## src/rtl/core/led_strip_effect_generator_assert.svh

```systemverilog
// ----------------------------------------------------------------------------
// LED strip effect generator assertion macros
// Shared property forms for the design checks of the effect generator.
// ----------------------------------------------------------------------------
`ifndef LED_STRIP_EFFECT_GENERATOR_ASSERT_SVH
`define LED_STRIP_EFFECT_GENERATOR_ASSERT_SVH

// Consequent must hold in the same cycle as the antecedent
`define LSEG_ASSERT_NOW(name, ante, cons, msg) \
  name: assert property (@(posedge clk) disable iff (!rst_n) (ante) |-> (cons)) \
    else $error(msg);

// Consequent must hold in the cycle after the antecedent
`define LSEG_ASSERT_NEXT(name, ante, cons, msg) \
  name: assert property (@(posedge clk) disable iff (!rst_n) (ante) |=> (cons)) \
    else $error(msg);

`endif

```

## src/rtl/core/lseg_pkg.sv

```systemverilog
`timescale 1ns / 1ps
`default_nettype none
// ----------------------------------------------------------------------------
// lseg_pkg
// Shared types, codes and constant tables of the LED strip effect generator.
// ----------------------------------------------------------------------------
package lseg_pkg;

  // Largest strip the block drives
  localparam logic [6:0] MAX_LEDS = 7'd64;

  // Effect codes; codes 6 and 7 select no effect
  typedef enum logic [2:0] {
    MODE_NONE   = 3'd0,
    MODE_SOLID  = 3'd1,
    MODE_FADE   = 3'd2,
    MODE_BREATH = 3'd3,
    MODE_CHASE  = 3'd4,
    MODE_STROBE = 3'd5
  } effect_mode_t;

  // Configuration register indexes
  typedef enum logic [2:0] {
    CFG_MODE   = 3'd0,
    CFG_RED    = 3'd1,
    CFG_GREEN  = 3'd2,
    CFG_BLUE   = 3'd3,
    CFG_SPEED  = 3'd4,
    CFG_LENGTH = 3'd5
  } cfg_reg_t;

  // One frame request from the control stage to the frame emitter
  typedef struct packed {
    logic [6:0] len;     // LEDs in the frame, 1..MAX_LEDS
    logic [7:0] red;
    logic [7:0] green;
    logic [7:0] blue;
    logic       single;  // only the LED at lit carries the colour
    logic [5:0] lit;
  } frame_req_t;

  typedef logic [255:0][7:0] breath_lut_t;
  typedef logic [255:0][8:0] interval_lut_t;

  localparam logic [63:0] Q30_ONE     = 64'd1073741824;
  localparam logic [63:0] HALF_PI_Q30 = 64'd1686629713;

  // sin((pi/2)*r/255) in Q30, Taylor series; evaluated at elaboration only
  function automatic logic [63:0] sine_quarter(input logic [63:0] r);
    logic [63:0] x;
    logic [63:0] x2;
    logic [63:0] term;
    logic [63:0] sum;
    int          n;
    x    = (HALF_PI_Q30 * r + 64'd127) / 64'd255;
    x2   = (x * x) >> 30;
    term = x;
    sum  = x;
    for (n = 1; n <= 12; n++) begin
      term = (term * x2) >> 30;
      // Divide by (2n)(2n+1) for this term of the series
      case (n)
        1:       term = term / 64'd6;
        2:       term = term / 64'd20;
        3:       term = term / 64'd42;
        4:       term = term / 64'd72;
        5:       term = term / 64'd110;
        6:       term = term / 64'd156;
        7:       term = term / 64'd210;
        8:       term = term / 64'd272;
        9:       term = term / 64'd342;
        10:      term = term / 64'd420;
        11:      term = term / 64'd506;
        default: term = term / 64'd600;
      endcase
      if ((n % 2) == 1) begin
        sum = (sum >= term) ? sum - term : 64'd0;
      end else begin
        sum = sum + term;
      end
    end
    if (sum > Q30_ONE) begin
      sum = Q30_ONE;
    end
    return sum;
  endfunction

  // Breathing brightness: floor(127.5*(1+sin(2*pi*k/255)))
  function automatic breath_lut_t build_breath_lut();
    breath_lut_t lut;
    logic [63:0] m;
    logic [63:0] q;
    logic [63:0] r;
    logic [63:0] s;
    logic [63:0] base;
    logic [63:0] v;
    int          k;
    for (k = 0; k < 256; k++) begin
      m    = 64'(4 * k);
      q    = (m / 64'd255) & 64'd3;
      r    = m % 64'd255;
      s    = q[0] ? sine_quarter(64'd255 - r) : sine_quarter(r);
      base = (q >= 64'd2) ? (Q30_ONE - s) : (Q30_ONE + s);
      v    = (64'd255 * base) >> 31;
      if (v > 64'd255) begin
        v = 64'd255;
      end
      lut[k] = v[7:0];
    end
    return lut;
  endfunction

  // Update interval in ms per speed level; level zero behaves as level one
  function automatic interval_lut_t build_interval_lut();
    interval_lut_t lut;
    int            sp;
    int            s;
    for (s = 0; s < 256; s++) begin
      sp     = (s == 0) ? 1 : s;
      lut[s] = 9'(500 - ((sp - 1) * 498) / 254);
    end
    return lut;
  endfunction

  localparam breath_lut_t   BREATH_LUT   = build_breath_lut();
  localparam interval_lut_t INTERVAL_LUT = build_interval_lut();

endpackage
`default_nettype wire

```

## src/rtl/core/led_strip_effect_generator.sv

```systemverilog
`timescale 1ns / 1ps
`default_nettype none
// LED strip effect generator.
// Input channel (in_valid / in_stall / in_now_ms): one millisecond timestamp
// per request. Each request is checked against the selected effect and timer;
// when an update is due it produces one frame: one result per LED, in LED
// order, on the output channel (out_valid / out_stall / out_led_index,
// out_red, out_green, out_blue, out_last_led), out_last_led marking the end.
// A request that is not due produces nothing and retires without stalling.
// A due request passes the input register and the frame register, and its
// first LED the output register. A chase request made after the strip was
// shortened first holds while its phase folds down by the strip length into
// the strip. Throughput: one LED per cycle while out_stall is low, set by the
// single output register; frames follow back to back and the next timestamp
// is taken while the current frame is still draining. Stall: a stalled output
// holds its LED; the emitter and then the input register fill, and in_stall
// rises until the output moves again. Reset (rst_n low at a clock edge): mode
// none, colour black, speed 1, strip length 0, phase and timer zero, no
// results pending. Configuration: cfg_we writes cfg_wdata to register
// cfg_index while idle; the user keeps to it, the block does not enforce it.
// ----------------------------------------------------------------------------
// led_strip_effect_generator
// Top level: control and decision stage feeding the per-LED frame emitter.
// ----------------------------------------------------------------------------
module led_strip_effect_generator import lseg_pkg::*; (
  input  wire logic        clk,
  input  wire logic        rst_n,
  input  wire logic        in_valid,
  output logic             in_stall,
  input  wire logic [31:0] in_now_ms,
  output logic             out_valid,
  input  wire logic        out_stall,
  output logic [5:0]       out_led_index,
  output logic [7:0]       out_red,
  output logic [7:0]       out_green,
  output logic [7:0]       out_blue,
  output logic             out_last_led,
  input  wire logic        cfg_we,
  input  wire logic [2:0]  cfg_index,
  input  wire logic [7:0]  cfg_wdata
);

  logic       req_vld;
  frame_req_t req;
  logic       frame_ready;

  // Decide effect and colour per request
  lseg_ctrl u_ctrl (
    .clk         (clk),
    .rst_n       (rst_n),
    .in_valid    (in_valid),
    .in_stall    (in_stall),
    .in_now_ms   (in_now_ms),
    .cfg_we      (cfg_we),
    .cfg_index   (cfg_index),
    .cfg_wdata   (cfg_wdata),
    .req_vld     (req_vld),
    .req         (req),
    .frame_ready (frame_ready)
  );

  // Emit the frame one LED per cycle while the output is not stalled
  lseg_frame u_frame (
    .clk           (clk),
    .rst_n         (rst_n),
    .req_vld       (req_vld),
    .req           (req),
    .frame_ready   (frame_ready),
    .out_valid     (out_valid),
    .out_stall     (out_stall),
    .out_led_index (out_led_index),
    .out_red       (out_red),
    .out_green     (out_green),
    .out_blue      (out_blue),
    .out_last_led  (out_last_led)
  );

endmodule
`default_nettype wire

```

## src/rtl/core/lseg_ctrl.sv

```systemverilog
`timescale 1ns / 1ps
`default_nettype none
// ----------------------------------------------------------------------------
// lseg_ctrl
// Configuration registers, timestamp input register and the effect decision:
// timer check, phase advance and per-frame colour, issued as a frame request.
// ----------------------------------------------------------------------------
module lseg_ctrl import lseg_pkg::*; (
  input  wire logic        clk,
  input  wire logic        rst_n,
  input  wire logic        in_valid,
  output logic             in_stall,
  input  wire logic [31:0] in_now_ms,
  input  wire logic        cfg_we,
  input  wire logic [2:0]  cfg_index,
  input  wire logic [7:0]  cfg_wdata,
  output logic             req_vld,
  output frame_req_t       req,
  input  wire logic        frame_ready
);

  logic [2:0]  mode_r;
  logic [7:0]  red_r;
  logic [7:0]  green_r;
  logic [7:0]  blue_r;
  logic [7:0]  speed_r;
  logic [6:0]  strip_r;
  logic [8:0]  phase_r;
  logic [8:0]  phase_nxt;
  logic [31:0] last_ms_r;
  logic [31:0] last_ms_nxt;
  logic        in_vld_r;
  logic        in_vld_nxt;
  logic [31:0] now_r;

  logic [6:0]  len_sat;
  logic        mode_ok;
  logic [31:0] elapsed;
  logic        due;
  logic        emit;
  logic        consume;
  logic        accept;
  logic        chase_fold;
  logic        fold_step;
  logic [5:0]  chase_pos;
  logic [8:0]  chase_next;
  logic [7:0]  bright;
  logic [8:0]  bright_p1;
  logic [16:0] prod_red;
  logic [16:0] prod_green;
  logic [16:0] prod_blue;

  // Decide whether the held request produces a frame
  assign len_sat = (strip_r > MAX_LEDS) ? MAX_LEDS : strip_r;
  assign mode_ok = mode_r inside {[MODE_SOLID:MODE_STROBE]};
  assign elapsed = now_r - last_ms_r;
  assign due     = elapsed >= {23'd0, INTERVAL_LUT[speed_r]};
  assign emit    = (len_sat != 7'd0) && mode_ok &&
                   ((mode_r == MODE_SOLID) ? (phase_r == 9'd0) : due);

  // Chase phase at or past the strip end: fold it down one length per cycle while a due request waits
  assign chase_fold = (mode_r == MODE_CHASE) && (phase_r >= {2'd0, len_sat});
  assign fold_step  = in_vld_r && emit && chase_fold;

  // Retire the request when it needs no frame or the emitter can take one and no chase fold is pending
  assign consume  = in_vld_r && (!emit || (frame_ready && !chase_fold));
  assign in_stall = in_vld_r && !consume;
  assign accept   = in_valid && !in_stall;
  assign req_vld  = consume && emit;

  // Chase position (phase already below the strip length) and its successor
  assign chase_pos  = phase_r[5:0];
  assign chase_next = ({1'b0, chase_pos} + 7'd1 == len_sat) ? 9'd0
                                                            : {3'd0, chase_pos} + 9'd1;

  // Brightness for the scaled effects
  always_comb begin
    case (mode_r)
      MODE_FADE:   bright = phase_r[8] ? ~phase_r[7:0] : phase_r[7:0];
      MODE_BREATH: bright = BREATH_LUT[phase_r[7:0]];
      default:     bright = 8'd0;
    endcase
  end

  assign bright_p1  = {1'b0, bright} + 9'd1;
  assign prod_red   = 17'(red_r) * 17'(bright_p1);
  assign prod_green = 17'(green_r) * 17'(bright_p1);
  assign prod_blue  = 17'(blue_r) * 17'(bright_p1);

  // Build the frame request
  always_comb begin
    req.len    = len_sat;
    req.red    = red_r;
    req.green  = green_r;
    req.blue   = blue_r;
    req.single = 1'b0;
    req.lit    = 6'd0;
    case (mode_r)
      MODE_FADE, MODE_BREATH: begin
        req.red   = prod_red[15:8];
        req.green = prod_green[15:8];
        req.blue  = prod_blue[15:8];
      end
      MODE_CHASE: begin
        req.single = 1'b1;
        req.lit    = chase_pos;
      end
      MODE_STROBE: begin
        if (phase_r[0]) begin
          req.red   = 8'd0;
          req.green = 8'd0;
          req.blue  = 8'd0;
        end
      end
      default: begin
      end
    endcase
  end

  // Fold the chase phase; advance phase and timer on an emitted frame; a mode write clears the phase
  always_comb begin
    phase_nxt   = phase_r;
    last_ms_nxt = last_ms_r;
    if (fold_step) begin
      phase_nxt = phase_r - {2'd0, len_sat};
    end
    if (req_vld) begin
      case (mode_r)
        MODE_SOLID:  phase_nxt = 9'd1;
        MODE_FADE:   phase_nxt = phase_r + 9'd3;
        MODE_BREATH: phase_nxt = {1'b0, phase_r[7:0] + 8'd1};
        MODE_CHASE:  phase_nxt = chase_next;
        MODE_STROBE: phase_nxt = phase_r + 9'd1;
        default:     phase_nxt = phase_r;
      endcase
      if (mode_r != MODE_SOLID) begin
        last_ms_nxt = now_r;
      end
    end
    if (cfg_we && (cfg_index == CFG_MODE)) begin
      phase_nxt = 9'd0;
    end
  end

  // Hold one request in the input register
  always_comb begin
    in_vld_nxt = in_vld_r;
    if (accept) begin
      in_vld_nxt = 1'b1;
    end else if (consume) begin
      in_vld_nxt = 1'b0;
    end
  end

  always_ff @(posedge clk) begin
    if (!rst_n) begin
      mode_r    <= MODE_NONE;
      red_r     <= 8'd0;
      green_r   <= 8'd0;
      blue_r    <= 8'd0;
      speed_r   <= 8'd1;
      strip_r   <= 7'd0;
      phase_r   <= 9'd0;
      last_ms_r <= 32'd0;
      in_vld_r  <= 1'b0;
    end else begin
      phase_r   <= phase_nxt;
      last_ms_r <= last_ms_nxt;
      in_vld_r  <= in_vld_nxt;
      if (cfg_we) begin
        case (cfg_index)
          CFG_MODE:   mode_r  <= cfg_wdata[2:0];
          CFG_RED:    red_r   <= cfg_wdata;
          CFG_GREEN:  green_r <= cfg_wdata;
          CFG_BLUE:   blue_r  <= cfg_wdata;
          CFG_SPEED:  speed_r <= cfg_wdata;
          CFG_LENGTH: strip_r <= cfg_wdata[6:0];
          default: begin
          end
        endcase
      end
    end
  end

  // Capture the timestamp payload
  always_ff @(posedge clk) begin
    if (accept) begin
      now_r <= in_now_ms;
    end
  end

  `include "led_strip_effect_generator_assert.svh"

  `LSEG_ASSERT_NOW(a_req_needs_room, req_vld, frame_ready,
                   "frame request issued while the emitter is busy")
  `LSEG_ASSERT_NEXT(a_chase_in_strip, req_vld && (mode_r == MODE_CHASE),
                    (phase_r < {2'd0, $past(len_sat)}),
                    "chase phase left the strip")

endmodule
`default_nettype wire

```

## src/rtl/core/lseg_frame.sv

```systemverilog
`timescale 1ns / 1ps
`default_nettype none
// ----------------------------------------------------------------------------
// lseg_frame
// Frame emitter: walks the LEDs of one frame request and presents one LED
// colour per cycle through the output register while out_stall is low.
// ----------------------------------------------------------------------------
module lseg_frame import lseg_pkg::*; (
  input  wire logic       clk,
  input  wire logic       rst_n,
  input  wire logic       req_vld,
  input  wire frame_req_t req,
  output logic            frame_ready,
  output logic            out_valid,
  input  wire logic       out_stall,
  output logic [5:0]      out_led_index,
  output logic [7:0]      out_red,
  output logic [7:0]      out_green,
  output logic [7:0]      out_blue,
  output logic            out_last_led
);

  logic       active_r;
  logic       active_nxt;
  frame_req_t frm_r;
  logic [5:0] idx_r;
  logic [5:0] idx_nxt;
  logic       out_vld_r;
  logic       out_vld_nxt;
  logic       out_free;
  logic       issue;
  logic       last_issue;
  logic       lit_on;
  logic       load;

  // Issue one LED whenever the output register frees up
  assign out_free    = !out_vld_r || !out_stall;
  assign issue       = active_r && out_free;
  assign last_issue  = issue && ({1'b0, idx_r} + 7'd1 == frm_r.len);
  assign frame_ready = !active_r || last_issue;
  assign load        = req_vld && frame_ready;
  assign lit_on      = !frm_r.single || (idx_r == frm_r.lit);

  // Advance through the frame
  always_comb begin
    active_nxt = active_r;
    idx_nxt    = idx_r;
    if (load) begin
      active_nxt = 1'b1;
      idx_nxt    = 6'd0;
    end else if (last_issue) begin
      active_nxt = 1'b0;
    end else if (issue) begin
      idx_nxt = idx_r + 6'd1;
    end
  end

  // Fill or drain the output register
  always_comb begin
    out_vld_nxt = out_vld_r;
    if (issue) begin
      out_vld_nxt = 1'b1;
    end else if (!out_stall) begin
      out_vld_nxt = 1'b0;
    end
  end

  always_ff @(posedge clk) begin
    if (!rst_n) begin
      active_r  <= 1'b0;
      idx_r     <= 6'd0;
      out_vld_r <= 1'b0;
    end else begin
      active_r  <= active_nxt;
      idx_r     <= idx_nxt;
      out_vld_r <= out_vld_nxt;
    end
  end

  // Hold frame parameters and result payload
  always_ff @(posedge clk) begin
    if (load) begin
      frm_r <= req;
    end
    if (issue) begin
      out_led_index <= idx_r;
      out_red       <= lit_on ? frm_r.red : 8'd0;
      out_green     <= lit_on ? frm_r.green : 8'd0;
      out_blue      <= lit_on ? frm_r.blue : 8'd0;
      out_last_led  <= last_issue;
    end
  end

  assign out_valid = out_vld_r;

  `include "led_strip_effect_generator_assert.svh"

  `LSEG_ASSERT_NOW(a_idx_in_frame, active_r,
                   ({1'b0, idx_r} < frm_r.len) && (frm_r.len <= MAX_LEDS),
                   "LED index outside the frame")
  `LSEG_ASSERT_NEXT(a_idx_steps, issue && !last_issue && !load,
                    active_r && (idx_r == $past(idx_r) + 6'd1),
                    "LED index did not advance by one")

endmodule
`default_nettype wire
```

## config.mk

```make
export PLATFORM = sky130hd
export DESIGN_NAME = led_strip_effect_generator
export DESIGN_NICKNAME = d
export VERILOG_FILES = /design/src/rtl/core/lseg_pkg.sv /design/src/rtl/core/led_strip_effect_generator.sv /design/src/rtl/core/lseg_ctrl.sv /design/src/rtl/core/lseg_frame.sv
export VERILOG_INCLUDE_DIRS = /design/src /design/src/rtl/core
export SDC_FILE = /design/constraint.sdc
export NUM_CORES = 1
export LEC_CHECK = 0
export ABC_AREA = 1
export BUFFER_PORTS_ARGS = -buffer_cell sky130_fd_sc_hd__buf_2
export CAP_MARGIN = 20
export CORE_ASPECT_RATIO = 0.5
export CORE_MARGIN = 2
export CORE_UTILIZATION = 49
export DETAILED_ROUTE_END_ITERATION = 8
export PLACE_DENSITY = 0.68
export SLEW_MARGIN = 20
export SYNTH_ARGS = -nofsm -noshare
export SYNTH_HDL_FRONTEND = slang
export SYNTH_HIERARCHICAL = 1
export SYNTH_SLANG_ARGS = --single-unit
```

## constraint.sdc

```tcl
create_clock -name clk -period 6.5 [get_ports clk]
set_input_delay 0.65 -clock clk [delete_from_list [all_inputs] [get_ports clk]]
set_output_delay 0.65 -clock clk [all_outputs]
set_load 0.01 [all_outputs]
```

==> metrics, run 1 <==
CP Data Arrival Time approximately 6.3 ns; power consumption between 3 and 4 mW; synthesized cell area around 21000 sq um; Crit-path slowest cell fa_1; Avg Cell Area, Syn a little over 7 sq um; number of clock sinks between 200 and 250; Die H roughly 150 microns; max incr delay on CP between 0.5 and 0.6 ns; Worst R2R End u_frame/frm_r[21]; total vias in the final route 18984; Vias/cell between 5 and 6; first-pass GRT wire length between 90000 and 100000 microns; vias in the first global route between 15000 and 20000; Seq/Total Area, Yosys 0.252; Inserted Diodes 0; Die Width between 200 and 300 microns; Die ar. around 44000 sq um; clk_lat worst skew approximately 0.55 ns; CTS tree yes; largest family of logic cells by synthesized area simple AND/OR/NAND/NOR gates; Worst setup EP type flip-flop; setup violators final 0; pwr dens 142 nW/um^2; type of the most critical hold path primary input to flip-flop; Core Area 41800 sq um; number of H-tree levels 1; clock-pin slew on the worst setup and hold paths around 0.080 ns; final hold slack just under 0.3 ns; ys flop type dfxtp_1; placer congestion estimate ~0.98; Yosys reg bits 210; Peak VDD IR 202 uV; Iter 0 DRT Violations about 1700; wire per inst around 16 microns; Synth Instances around 2900; crit start category flip-flop; share of layout cells above drive strength 1 0.0838; Synth top area share 0.147; total track usage 0.261; critical path class flip-flop to flip-flop; Hold Violations, Final 0; share of synthesized flip-flops with an asynchronous set or reset 0; worst setup path startpoint u_ctrl/phase_r[8]; largest area contributor in the netlist edfxtp_1; grt ovf 0; Post-synth EDFFs roughly 100; FILL cells ~4100; Longest Clk Path Bufs 3; r2r setup slk around 0.42 ns; drt pass-1 iters 6; post-route insts no fill roughly 3500; cell mode on critical path nand2_1; XOR/XNOR Fraction of Synth Area 0.0191; Detail Route Antenna Nets 0; final WL 56900 microns; fin nets 3333; initial antenna violation count 1; Slew @ Worst Pin ~0.96 ns; IO Count 81; status complete, no violations; final core occ 0.537; synth unique cells 57; CTS buffer count 22; Max Freq 0.164 GHz; pins over their slew limit 0; Synthesis Warnings 6; Max-cap violations 0; Synth Area in Compound Gates 0.107; Syn Nets approximately 3300; Final min period about 6.1 ns; Rows 53; R2R Path Start u_ctrl/phase_r[8]; largest net degree at the start of global routing 67; clock skew 0.0324 ns; crit path to u_frame/frm_r[21]; R2R depth 32; Synth Area in Simple Gates 0.275; final setup TNS 0 ns; CP max FO 8; final worst-path cycle share 0.935; hpwl dp around 43000 microns; slew margin rel. 0.358; number of I/O port buffers 80; Root Buffer clkbuf_16; multiplexer area fraction after synthesis 0; DRC viols 0; Lkg Pwr 11.0 nW; area grow syn2layout 8.55%; Adder-Cell Fraction of Synth Area 0.228; Critical Path RT just under 7 ns; main area contributors after synthesis edfxtp_1 (15%), nand2_1 (13%), fa_1 (12%), ha_1 (11%), dfxtp_1 (11%); placed cells 3505; starting density of the core 0.495
worst min path at each step:
stage | cells past startpoint | startpoint | endpoint
floorplan | 0 | u_frame/idx_r[5] | u_frame/out_led_index[5]
global placement | 2 | u_ctrl/last_ms_r[10] | u_ctrl/last_ms_r[10]
detailed placement | 2 | u_ctrl/last_ms_r[5] | u_ctrl/last_ms_r[5]
CTS | 1 | in_now_ms[9] | u_ctrl/now_r[9]
global route | 1 | in_now_ms[9] | u_ctrl/now_r[9]
finish | 1 | in_now_ms[9] | u_ctrl/now_r[9]
through the flow:
stage          setup WS, ns  instance area [sq um]
2_1_floorplan         0.290                  20700
3_3_place_gp          0.470                  21700
3_5_place_dp          0.330                  21700
4_1_cts               0.298                  22400
5_1_grt             -0.0271                  22400
6_report              0.420                  22400
layout make-up:
cell class	count	area, sq um	share of cell area
multi-input cells	2085	13100	0.582
flip-flops and latches	210	5220	0.232
inverters	538	2020	0.0900
repair buffers	125	746	0.0332
well taps	550	688	0.0307
clock buffers	27	611	0.0272
clock inverters	12	109	0.00485
critical path: cells and delay by family, from the launching register on:
family	cells	cell delay (ns)
flops	1	0.44
buf+inv	6	0.58
simple gates	18	2.13
fa+ha+maj	5	2.23
compound gates	3	0.39
cells by family after synthesis:
logic type,count (synthesis)
simple gates,1337
xor+xnor,45
compound gates,400
fa+ha+maj,303
buf+inv,622
flops,210
placed cells by master, fill, tap and decap left out, types with 43 or more instances in the layout:
master / Yosys / routed
ha_1: 180 / 179
a21oi_1: 172 / 171
nand2_1: 733 / 731
fa_1: 123 / 123
inv_1: 511 / 510
nor2_1: 316 / 316
buf_4: 7 / 43
o21ai_0: 134 / 131
edfxtp_1: 101 / 101
dfxtp_1: 109 / 108
nand3_1: 153 / 153
buf_2: 14 / 80
synth_stat cells, types with 12 or more instances:
cell type    n
edfxtp_1   101
buf_2       14
fa_1       123
inv_2       17
nand2_2     18
o22ai_1     22
nand2_1    733
xnor2_1     17
ha_1       180
inv_1      511
nor3_1      28
a21oi_1    172
nand4_1     28
dfxtp_1    109
xor2_1      28
nor2_1     316
clkbuf_1    51
o21ai_0    134
nand3_1    153
nor2_2      12
state kept, by name, summed over array words and instances (netlist names), 7 cells and up, named ones only:
name / cells
u_ctrl/red_r: 8
u_ctrl/speed_r: 8
u_frame/out_blue: 8
u_ctrl/blue_r: 8
u_ctrl/strip_r: 7
u_frame/frm_r: 38
u_ctrl/last_ms_r: 32
u_ctrl/now_r: 32
u_ctrl/green_r: 8
u_frame/out_green: 8
u_frame/out_red: 8
u_ctrl/phase_r: 9
per-layer routing:
metal	track usage	part of all wire
met1	0.362	0.45
met2	0.427	0.45
met3	0.0407	0.076
met4	0.0610	0.023
met5	0.00998	0.0010
power by group:
part	internal, mW	switching, mW	leakage (nW)
sequential	1.42	0.0253	1.83
clock	0.715	0.579	0.343
combinational	0.148	0.291	8.87
repair_timing:
action / in CTS / in global routing
buffers inserted: 0 / 3
resized for setup: 0 / 12
hold buffers: 0 / 0
endpoints found under the setup margin: 0 / 12
Power figures use the tool's default switching activity.
==> run 2, diff against run 1 <==
- CORE_UTILIZATION: 49 -> 58
- PLACE_DENSITY: 0.68 -> 0.78
==> metrics, run 2 (synthesis results as in run 1) <==
number of clock sinks 210 (unchanged); final worst-path cycle share 0.950 (+0.0144); placed cells 3426 (-2.3%); Die H 137 microns (-7.9%); fin nets 3340 (+0.21%); Iter 0 DRT Violations 1709 (-1.7%); P_sw 0.886 mW (-1.0%); clock skew 0.0137 ns (-0.0187 ns); Clock Power Share 0.423 (+0.016); final core occ 0.646 (+0.109); number of I/O port buffers 80 (unchanged); Longest Clk Path Bufs 3 (unchanged); Peak VDD IR 243 uV (+21%); hpwl dp 42100 microns (-2.7%); share of layout cells above drive strength 1 0.0888 (+0.00507); grt ovf 0 (unchanged); max incr delay on CP 0.50 ns (-0.05 ns); CTS tree yes; cell mode on critical path inv_1; fraction of power consumed by combinational cells 0.134 (-0.004); clock-pin slew on the worst setup and hold paths 0.07 ns (about the same); Post-CTS Hold Buffers 0 (unchanged); Max Freq 0.162 GHz (-1.5%); max FFs per register 38 (unchanged); total vias in the final route 19215 (+1.2%); Int Power 2.38 mW (+4.3%); Die ar. 37300 sq um (-15%); crit start category flip-flop; setup violators final 0 (unchanged); Worst setup EP type flip-flop; Reg power frac 0.442 (-0.013); final setup TNS 0 ns (unchanged); Hold Violations, Final 0 (unchanged); final WL 55900 microns (-1.7%); Place WS 0.194 ns (-0.136 ns); CTS buffer count 23 (+4.5%); largest registers u_frame/frm_r x38, u_ctrl/last_ms_r x32, u_ctrl/now_r x32; Setup WS post-layout 0.326 ns (-0.0936 ns); Final min period 6.17 ns (+0.0936 ns); IO Count 81 (unchanged); CP max FO 10 (+2); total track usage 0.299 (+0.0380); switching part of the total 0.271 (-0.0106); most frequent cells in the layout nand2_1 (729), inv_1 (509), nor2_1 (315), ha_1 (179), a21oi_1 (170); largest net degree at the start of global routing 67 (unchanged); first-pass GRT wire length 90100 microns (-2.2%); pwr dens 145 nW/um^2 (+2.6%); Slew @ Worst Pin 0.961 ns (+0.00202 ns); drt pass-1 iters 5 (-1); critical path class flip-flop to flip-flop; wire per inst 16.1 microns (+0.15%); Core Area 34800 sq um (-17%); Lkg Pwr 11.1 nW (+0.59%); most common cell after layout, fill and taps aside nand2_1; initial antenna violation count 0 (-1); Root Buffer clkbuf_16; status complete, no violations; Die Width 271 microns (-8.0%); vias in the first global route 18051 (+1.5%); most flop-heavy register u_frame/frm_r; starting density of the core 0.594 (+0.0997); area grow syn2layout 8.75%; Max-cap violations 0 (unchanged); placer congestion estimate 0.970 (-1.2%); pins over their slew limit 0 (unchanged); Rows 48 (-9.4%); clk_lat worst skew 0.54 ns (about the same); Vias/cell 5.52 (+3.1%); DRC viols 0 (unchanged); Detail Route Antenna Nets 0 (unchanged); type of the most critical hold path primary input to flip-flop; post-route insts no fill 3481 (-1.9%); CP Data Arrival Time 6.43 ns (+0.09 ns); Critical Path RT 6.76 ns (about the same); Inserted Diodes 0 (unchanged); slew margin rel. 0.357 (-0.00135); Crit-path slowest cell fa_1; number of H-tree levels 1 (unchanged)
==> run 2: metrics by stage <==
step / cell area, sq um / power, mW / hold slack (ns)
floorplan: 20700 / 1.78 / 0.403
global placement: 21500 / 1.90 / 0.445
detailed placement: 21500 / 1.90 / 0.454
CTS: 22300 / 3.29 / 0.260
global route: 22500 / 3.40 / 0.264
finish: 22500 / 3.27 / 0.284
==> run 2: power groups by stage <==
stage                     logic [mW]  registers (mW)  clock network [mW]
after floorplan                0.313            1.46                   0
after global placement         0.424            1.47                   0
after detailed placement       0.430            1.47                   0
after CTS                      0.433            1.44                1.41
after global routing           0.498            1.45                1.46
final                          0.439            1.45                1.38
==> run 2: cell type report <==
cell class              count  area, sq um
clock inverters            15          189
multi-input cells        2085        13100
inverters                 538         2030
clock buffers              27          591
well taps                 475          594
repair buffers            131          783
fillers                  3117        12300
flip-flops and latches    210         5220
==> run 2: worst paths after layout <==
kind	start	end	slack, ns	cells after the start
setup / recovery	u_ctrl/mode_r[2]	u_frame/frm_r[14]	0.33	29
hold / removal	in_now_ms[18]	u_ctrl/now_r[18]	0.28	1
setup reg to reg	u_ctrl/mode_r[2]	u_frame/frm_r[14]	0.33	29
hold reg to reg	u_ctrl/last_ms_r[19]	u_ctrl/last_ms_r[19]	0.46	2
==> run 2: timing repair <==
action	4_1_cts	5_1_grt
setup buffers	0	13
endpoints found under the setup margin	0	15
resized for setup	0	24
==> run 2: critical path, delay by kind of cell, from the launching register on <==
family / cells / cell delay [ns]
AND/OR/NAND/NOR: 13 / 2.19
buffers and inverters: 7 / 0.57
AO/OA/AOI/OAI: 4 / 0.51
flip-flops: 1 / 0.35
adder cells (fa/ha/maj): 5 / 2.27
==> run 2: metal layers <==
metal,GRT usage,part of all wire,up-vias,wire [microns]
li1,-,-,9377,-
met1,0.388,0.42,8909,23400
met2,0.514,0.46,816,25800
met3,0.0565,0.090,113,5030
met4,0.0829,0.029,0,1620
met5,0,0,-,0
==> run 3, diff against run 2 <==
- clock period: 6.5 -> 5.11 ns (I/O delays scaled with it)
==> metrics, run 3 (synthesis results as in run 1) <==
CP max FO 6 (-4); Max-cap violations 0 (unchanged); DRC viols 0 (unchanged); Post-CTS Hold Buffers 0 (unchanged); Hold Violations, Final 0 (unchanged); initial antenna violation count 2 (+2); starting density of the core 0.594 (unchanged); Critical Path RT 5.36 ns (-1.40 ns); clock skew 0.00899 ns (-0.00472 ns); Reg power frac 0.439 (-0.003); Hold Path Sink u_ctrl/now_r[24]; Inserted Diodes 0 (unchanged); Worst setup EP type flip-flop; Slew @ Worst Pin 1.31 ns (+0.347 ns); area of the multi-input gates 13900 sq um (+6.0%); total vias in the final route 20303 (+5.7%); Reg area 5230 sq um (+0.14%); hpwl dp 45500 microns (+8.1%); most flop-heavy register u_frame/frm_r; IO Count 81 (unchanged); Core Area 34800 sq um (unchanged); Clock Power Share 0.415 (-0.008); largest registers u_frame/frm_r x38, u_ctrl/last_ms_r x32, u_ctrl/now_r x32; Die H 137 microns (unchanged); clock-pin slew on the worst setup and hold paths 0.07 ns (about the same); largest net degree at the start of global routing 67 (unchanged); Detail Route Antenna Nets 0 (unchanged); drt pass-1 iters 6 (+1); Int Power 3.02 mW (+27%); number of I/O port buffers 80 (unchanged); worst path bufs/invs 7 (unchanged); Setup WS post-layout -0.764 ns (-1.09 ns); RSZ-0062 raised after global routing true; pwr dens 167 nW/um^2 (+15%); CTS tree yes; post-route insts no fill 3690 (+6.0%); CP Data Arrival Time 6.12 ns (-0.31 ns); Worst R2R End u_frame/frm_r[21]; Iter 0 DRT Violations 2007 (+17%); FILL cells 2784 (-11%); total track usage 0.317 (+0.0181); Root Buffer clkbuf_16; cell mode on critical path nand2_4; Longest Clk Path Bufs 3 (unchanged); most common cell after layout, fill and taps aside nand2_1; type of the most critical hold path primary input to flip-flop; vias in the first global route 18687 (+3.5%); slew margin rel. 0.125 (-0.232); Crit-path slowest cell fa_1; fraction of power consumed by combinational cells 0.146 (+0.012); HP Start in_now_ms[24]; CP delay by family, top adder cells; switching part of the total 0.278 (+0.00713); setup violators final 22 (+22); max FFs per register 38 (unchanged); number of clock sinks 210 (unchanged); Max Freq 0.170 GHz (+5.1%); area grow syn2layout 21.4%; placer congestion estimate 1.00 (+3.2%); final instance area 25100 sq um (+12%); clk_lat worst skew 0.54 ns (about the same); placed cells 3608 (+5.3%); final WL 61000 microns (+9.2%); r2r setup slk -0.76 ns (-1.09 ns); grt ovf 0 (unchanged); placed cell areas 23100 sq um (+7.2%); Vias/cell 5.50 (-0.32%); failing checks setup timing; status complete, but fails checks; fin nets 3550 (+6.3%); P_sw 1.16 mW (+31%); Peak VDD IR 299 uV (+23%); max incr delay on CP 0.50 ns (about the same); share of layout cells above drive strength 1 0.199 (+0.110); CTS buffer count 22 (-4.3%); power consumption 4.18 mW (+28%); Rows 48 (unchanged); R2R Path Start u_ctrl/mode_r[2]; final setup TNS -10.13 ns (-10.13 ns); critical path class flip-flop to flip-flop; number of H-tree levels 1 (unchanged); pins over their slew limit 0 (unchanged); R2R depth 33 (+14%); Min-Delay Path Depth 1 (unchanged); Die Width 271 microns (unchanged); wire per inst 16.5 microns (+3.0%); most frequent cells in the layout nand2_1 (670), inv_1 (492), nor2_1 (304), buf_4 (228), ha_1 (165); Lkg Pwr 12.4 nW (+12%); final worst-path cycle share 1.15 (+0.200); Final min period 5.87 ns (-0.300 ns); first-pass GRT wire length 94600 microns (+5.0%); crit start category flip-flop; Die ar. 37300 sq um (unchanged)
run 3: changes by cell type in the layout (fill, tap and decap cells not counted), sizes merged:
cell,change
inv,-1
clkbuf,-1
buf,+211
bufinv,-1
clkinvlp,+1
run 3: area by class of cell:
type | count | area share
multi-input cells | 2085 | 0.552
inverters | 538 | 0.0819
flip-flops and latches | 210 | 0.208
repair buffers | 342 | 0.103
clock buffers | 26 | 0.0238
clock inverters | 14 | 0.00703
well taps | 475 | 0.0237
run 3: layer usage:
metal | routed length [microns] | up-vias | track usage
met1 | 25900 | 9419 | 0.429
met3 | 5230 | 150 | 0.0504
met2 | 28100 | 916 | 0.524
met4 | 1790 | 0 | 0.101
met5 | 0 | - | 0
li1 | - | 9818 | -
run 3: how the worst max path moves through the flow:
stage | startpoint | to | slack (ns) | depth (start not counted)
floorplan | u_ctrl/mode_r[1] | u_frame/frm_r[21] | -0.68 | 34
global placement | u_ctrl/mode_r[1] | u_frame/frm_r[21] | -0.69 | 34
detailed placement | u_ctrl/mode_r[1] | u_frame/frm_r[21] | -0.81 | 33
CTS | u_ctrl/mode_r[0] | u_frame/frm_r[21] | -0.64 | 31
global route | u_ctrl/mode_r[1] | u_frame/frm_r[30] | -0.97 | 31
finish | u_ctrl/mode_r[2] | u_frame/frm_r[21] | -0.76 | 33
run 3: power groups by stage:
stage | clock, mW | combinational, mW | sequential [mW]
6_report | 1.74 | 0.610 | 1.83
4_1_cts | 1.77 | 0.581 | 1.83
5_1_grt | 1.82 | 0.681 | 1.84
3_5_place_dp | 0 | 0.576 | 1.87
3_3_place_gp | 0 | 0.567 | 1.87
2_1_floorplan | 0 | 0.399 | 1.86
run 3: stage by stage:
stage,hold WS [ns],utilization,setup WS [ns]
floorplan,0.403,-,-0.685
global placement,0.446,0.664,-0.693
detailed placement,0.454,0.664,-0.811
CTS,0.122,0.692,-0.645
global route,0.127,0.722,-0.965
finish,0.144,0.722,-0.764
run 3: worst reg2reg max path, delay by kind of cell, from the launching register on:
family                   cells  cell delay, ns
adder cells (fa/ha/maj)      5            2.20
AO/OA/AOI/OAI                3            0.34
AND/OR/NAND/NOR             18            2.12
flip-flops                   1            0.36
buffers and inverters        7            0.56
run 3: repair_timing:
| item | in CTS | in global routing |
|---|---|---|
| buffers inserted | 8 | 34 |
| endpoints found under the setup margin | 29 | 31 |
| resized for setup | 44 | 207 |
| hold endpoints to repair | 0 | 0 |
| pin swaps | 34 | 109 |
